`src/rtl/sgpf_fifo.sv`:
```
// Small register queue used between front and back and at the result side.
// Depends on nothing but its type parameter.
`timescale 1ns / 1ps

module sgpf_fifo #(
  parameter type         item_t = logic,
  parameter int unsigned DEPTH  = 2
) (
  input  logic  clk_i,
  input  logic  rst_ni,
  input  logic  push_i,
  input  item_t data_i,
  output logic  full_o,
  input  logic  pop_i,
  output item_t data_o,
  output logic  empty_o
);

  localparam int unsigned PtrW = (DEPTH > 1) ? $clog2(DEPTH) : 1;
  localparam int unsigned CntW = $clog2(DEPTH + 1);
  localparam logic [PtrW-1:0] LastPtr = PtrW'(DEPTH - 1);
  localparam logic [CntW-1:0] FullCnt = CntW'(DEPTH);

  item_t           mem_q [DEPTH];
  logic [PtrW-1:0] wr_ptr_q, wr_ptr_d;
  logic [PtrW-1:0] rd_ptr_q, rd_ptr_d;
  logic [CntW-1:0] cnt_q, cnt_d;
  logic            do_wr, do_rd;

  assign full_o  = (cnt_q == FullCnt);
  assign empty_o = (cnt_q == '0);
  assign do_wr   = push_i && !full_o;
  assign do_rd   = pop_i && !empty_o;
  assign data_o  = mem_q[rd_ptr_q];

  always_comb begin
    wr_ptr_d = wr_ptr_q;
    rd_ptr_d = rd_ptr_q;
    cnt_d    = cnt_q;
    if (do_wr) begin
      wr_ptr_d = (wr_ptr_q == LastPtr) ? '0 : wr_ptr_q + 1'b1;
    end
    if (do_rd) begin
      rd_ptr_d = (rd_ptr_q == LastPtr) ? '0 : rd_ptr_q + 1'b1;
    end
    if (do_wr && !do_rd) begin
      cnt_d = cnt_q + 1'b1;
    end else if (!do_wr && do_rd) begin
      cnt_d = cnt_q - 1'b1;
    end
  end

  always_ff @(posedge clk_i or negedge rst_ni) begin
    if (!rst_ni) begin
      wr_ptr_q <= '0;
      rd_ptr_q <= '0;
      cnt_q    <= '0;
    end else begin
      wr_ptr_q <= wr_ptr_d;
      rd_ptr_q <= rd_ptr_d;
      cnt_q    <= cnt_d;
    end
  end

  always_ff @(posedge clk_i) begin
    if (do_wr) begin
      mem_q[wr_ptr_q] <= data_i;
    end
  end

endmodule

```
`config.mk`:
```
export PLATFORM = sky130hd
export DESIGN_NAME = sgpf_fifo
export DESIGN_NICKNAME = d
export VERILOG_FILES = /design/src/rtl/sgpf_fifo.sv
export SDC_FILE = /design/constraint.sdc
export NUM_CORES = 1
export LEC_CHECK = 0
export BUFFER_PORTS_ARGS = -buffer_cell sky130_fd_sc_hd__buf_4
export CAP_MARGIN = 10
export CORE_AREA = 2 2 39 41
export DETAILED_ROUTE_END_ITERATION = 16
export DIE_AREA = 0 0 41 43
export PLACE_DENSITY_LB_ADDON = 0.1
export SETUP_SLACK_MARGIN = 0.5
export SLEW_MARGIN = 20
export SYNTH_ARGS = -nofsm -noshare
export SYNTH_HDL_FRONTEND = slang
export SYNTH_SLANG_ARGS = --single-unit
```
`constraint.sdc`:
```
create_clock -name clk_i -period 1.35 [get_ports clk_i]
set_input_delay 0.3375 -clock clk_i [delete_from_list [all_inputs] [get_ports clk_i]]
set_output_delay 0.3375 -clock clk_i [all_outputs]
set_load 0.005 [all_outputs]
```
==> impl_metrics.toml <==
[setup_path]
cp-end-kind = "primary output"
r2r_end = "cnt_q[1]"
crit_required_ps = 1010
crit_path_cell_trace = "mux2_4 -> buf_6"
critPathLaunch = "rd_ptr_q"
cp-endpoint = "data_o"
reg2reg_slack_ps = -40
slowest_delay_ps = 390
path_max_fanout = 2
worstSetupStartpointType = "flop"
critPathTopFamily = "flip-flops"
path_buf_inv = 1
critPathKind = "reg -> out"
r2r_cells = 7
cp_data_arrival_time_ps = 1060
crit_cells = 2
r2r-start = "cnt_q[0]"
critPathSlowestCell = "dfrtp_1"

[logic_synthesis]
postSynthCellCount = 22
ys_types = 12
yosysSeqAreaShare_pct = 59.81
ys_ff_latch = 6
netlist_area_um2 = 267.8
syn_avg_cell_area_um2 = 12.17
synth_fp_nets = 28
yosys_warnings = 0

[power_and_ir_drop]
power_leakage_nw = 0.2609
irDropWorstVdd_mv = 0.8614
power.density_mw_per_mm2 = 2369
power_mw = 1.319

[placement]
placed_cell_area_um2 = 376.6
dp_hpwl_um = 373.4
gp_congestion = 0.7168
numPortBuffers = 7

[sta]
layout_setup_ws_ps = -44.63
drv_slew = 0
final_hold_viol_count = 0
final.period_utilization_pct = 103.3
rsz0062_at_grt = "yes"
tightestPinTransition_ps = 205.2
fmax_ghz = 0.7170
fin_crit_ps = 1395
setup_viol = 2
relSlewSlack_pct = 86.32
finClkSkew_ps = 1.667

[clock_network]
cts_sinks = 6
cts_root_buffer = "clkbuf_4"
clock_latency_ps = 250
cts_tree = "yes"
cts_made_buffers = 3
cts_buffer_depth = 2
path_clk_slew_ps = 50
h-tree-depth = 1

[die]
io_pins = 8
die_w_um = 41
die-area_mm2 = 0.001763
die_y_um = 43
rows = 14
fp.coreArea_mm2 = 0.001384
start_util_pct = 19.35

[cells_and_area]
fin_area_um2 = 556.8
mostFrequentLayoutCell = "buf_4"
nFillCells = 142
final_layout_size_suffix_gt1_share_pct = 79.55
syn_to_final_growth_pct = 107.9
antenna_cells = 0
fin_nets = 51
layout_common_cells = "buf_4, buf_6, xnor2_2, clkbuf_4"

[run]
maxCapViolations = 0

[status]
status = "complete, but fails checks"
violations = "setup timing"

[route]
wl_per_cell_um = 10.37
totalWireLength_um = 622
drc_errors = 0
drt-pass1-iter-count = 2
antenna_left = 0
drt_iter0_drc = 1
vias = 231
vias_per_cell = 3.850

[min_path]
hp-class = "in -> reg"
min_path_cells = 1

[global_route]
antenna_found_initial = 0
grt_overflow = 0
grt_pass1_wl_um = 1041
grt.total_usage_pct = 9.533
grt_max_degree = 5
grt_pass1_vias = 248
## power breakdown
group	total [mW]	switching [mW]	leakage [nW]	internal [mW]
combinational	0.748	0.249	0.183	0.499
sequential	0.386	0.107	0.0632	0.279
clock	0.186	0.0732	0.0150	0.113
total	1.32	0.428	0.261	0.891
## Yosys cell counts (all sizes together)
cell type / n / share of area, %
and3: 1 / 2.3
dfrtp: 4 / 37
edfxtp: 2 / 22
ha: 1 / 4.7
inv: 2 / 2.8
mux2: 1 / 4.2
nand2: 1 / 1.4
nand2b: 1 / 2.3
nor2: 3 / 4.2
o21ai: 1 / 1.9
xnor2: 3 / 9.8
xor2: 2 / 6.5
## per-stage QoR
stage / hold slack [ps] / worst slack [ps] / util (%) / TNS [ps] / cells
global route: 271.2 / -87.96 / 40.24 / -232.7 / 60
detailed placement: 138.8 / 30.69 / 27.22 / 0 / 47
global placement: 139.3 / 34.49 / 27.22 / 0 / 47
CTS: 270.7 / -46.47 / 39.15 / -46.47 / 58
floorplan: 41.91 / 65.09 / - / 0 / 22
finish: 277.0 / -44.63 / 40.24 / -81.24 / 60
## routing by layer
metal	part of all wire, %	wire length (um)	vias up	track usage [%]
li1	-	-	117	-
met4	1.3	8	0	8.000
met1	40	246	107	11.96
met5	0	0	-	0
met2	54	336	5	12.50
met3	5.0	31	2	3.141
## sequential cells by signal, summed over array words and instances, names as in the netlist
signal and cells:
cnt_q 2, mem_q 2, rd_ptr_q 1, wr_ptr_q 1
## repair_timing
| item | CTS | global route |
|---|---|---|
| endpoints found under the setup margin | 9 | 9 |
| buffers inserted | 6 | 2 |
| hold buffers | 1 | 0 |
| hold endpoints to repair | 4 | 0 |
| pin swaps | 5 | 5 |
| gates resized for setup | 19 | 0 |
## logic make-up after synthesis
family | Yosys count | synth area share [%]
compound gates | 1 | 1.867
xor+xnor | 5 | 16.36
fa+ha+maj | 1 | 4.672
buf+inv | 2 | 2.805
flops | 6 | 59.82
mux | 1 | 4.205
simple gates | 6 | 10.28
## how the worst min path moves through the flow
stage           start  endpoint  slack [ps]
2_1_floorplan  rst_ni  cnt_q[0]          40
3_3_place_gp   rst_ni  cnt_q[1]         140
3_5_place_dp   rst_ni  cnt_q[1]         140
4_1_cts        data_i  mem_q[0]         270
5_1_grt        data_i  mem_q[0]         270
6_report       data_i  mem_q[1]         280
## area by class of cell
| class | instances | area (um^2) | share of cell area [%] |
|---|---|---|---|
| inverters | 2 | 7.507 | 1.348 |
| well taps | 16 | 20.02 | 3.596 |
| clock buffers | 4 | 26.28 | 4.719 |
| repair buffers | 18 | 160.2 | 28.76 |
| multi-input cells | 14 | 180.2 | 32.36 |
| flip-flops and latches | 6 | 162.7 | 29.21 |
## worst reg2reg max path, delay by kind of cell (launching register included)
kind	cells	cell delay, ps
buf+inv	1	40
xor+xnor	2	310
fa+ha+maj	1	150
flops	1	440
simple gates	3	360
No activity file was read; power rests on OpenSTA's default activity.
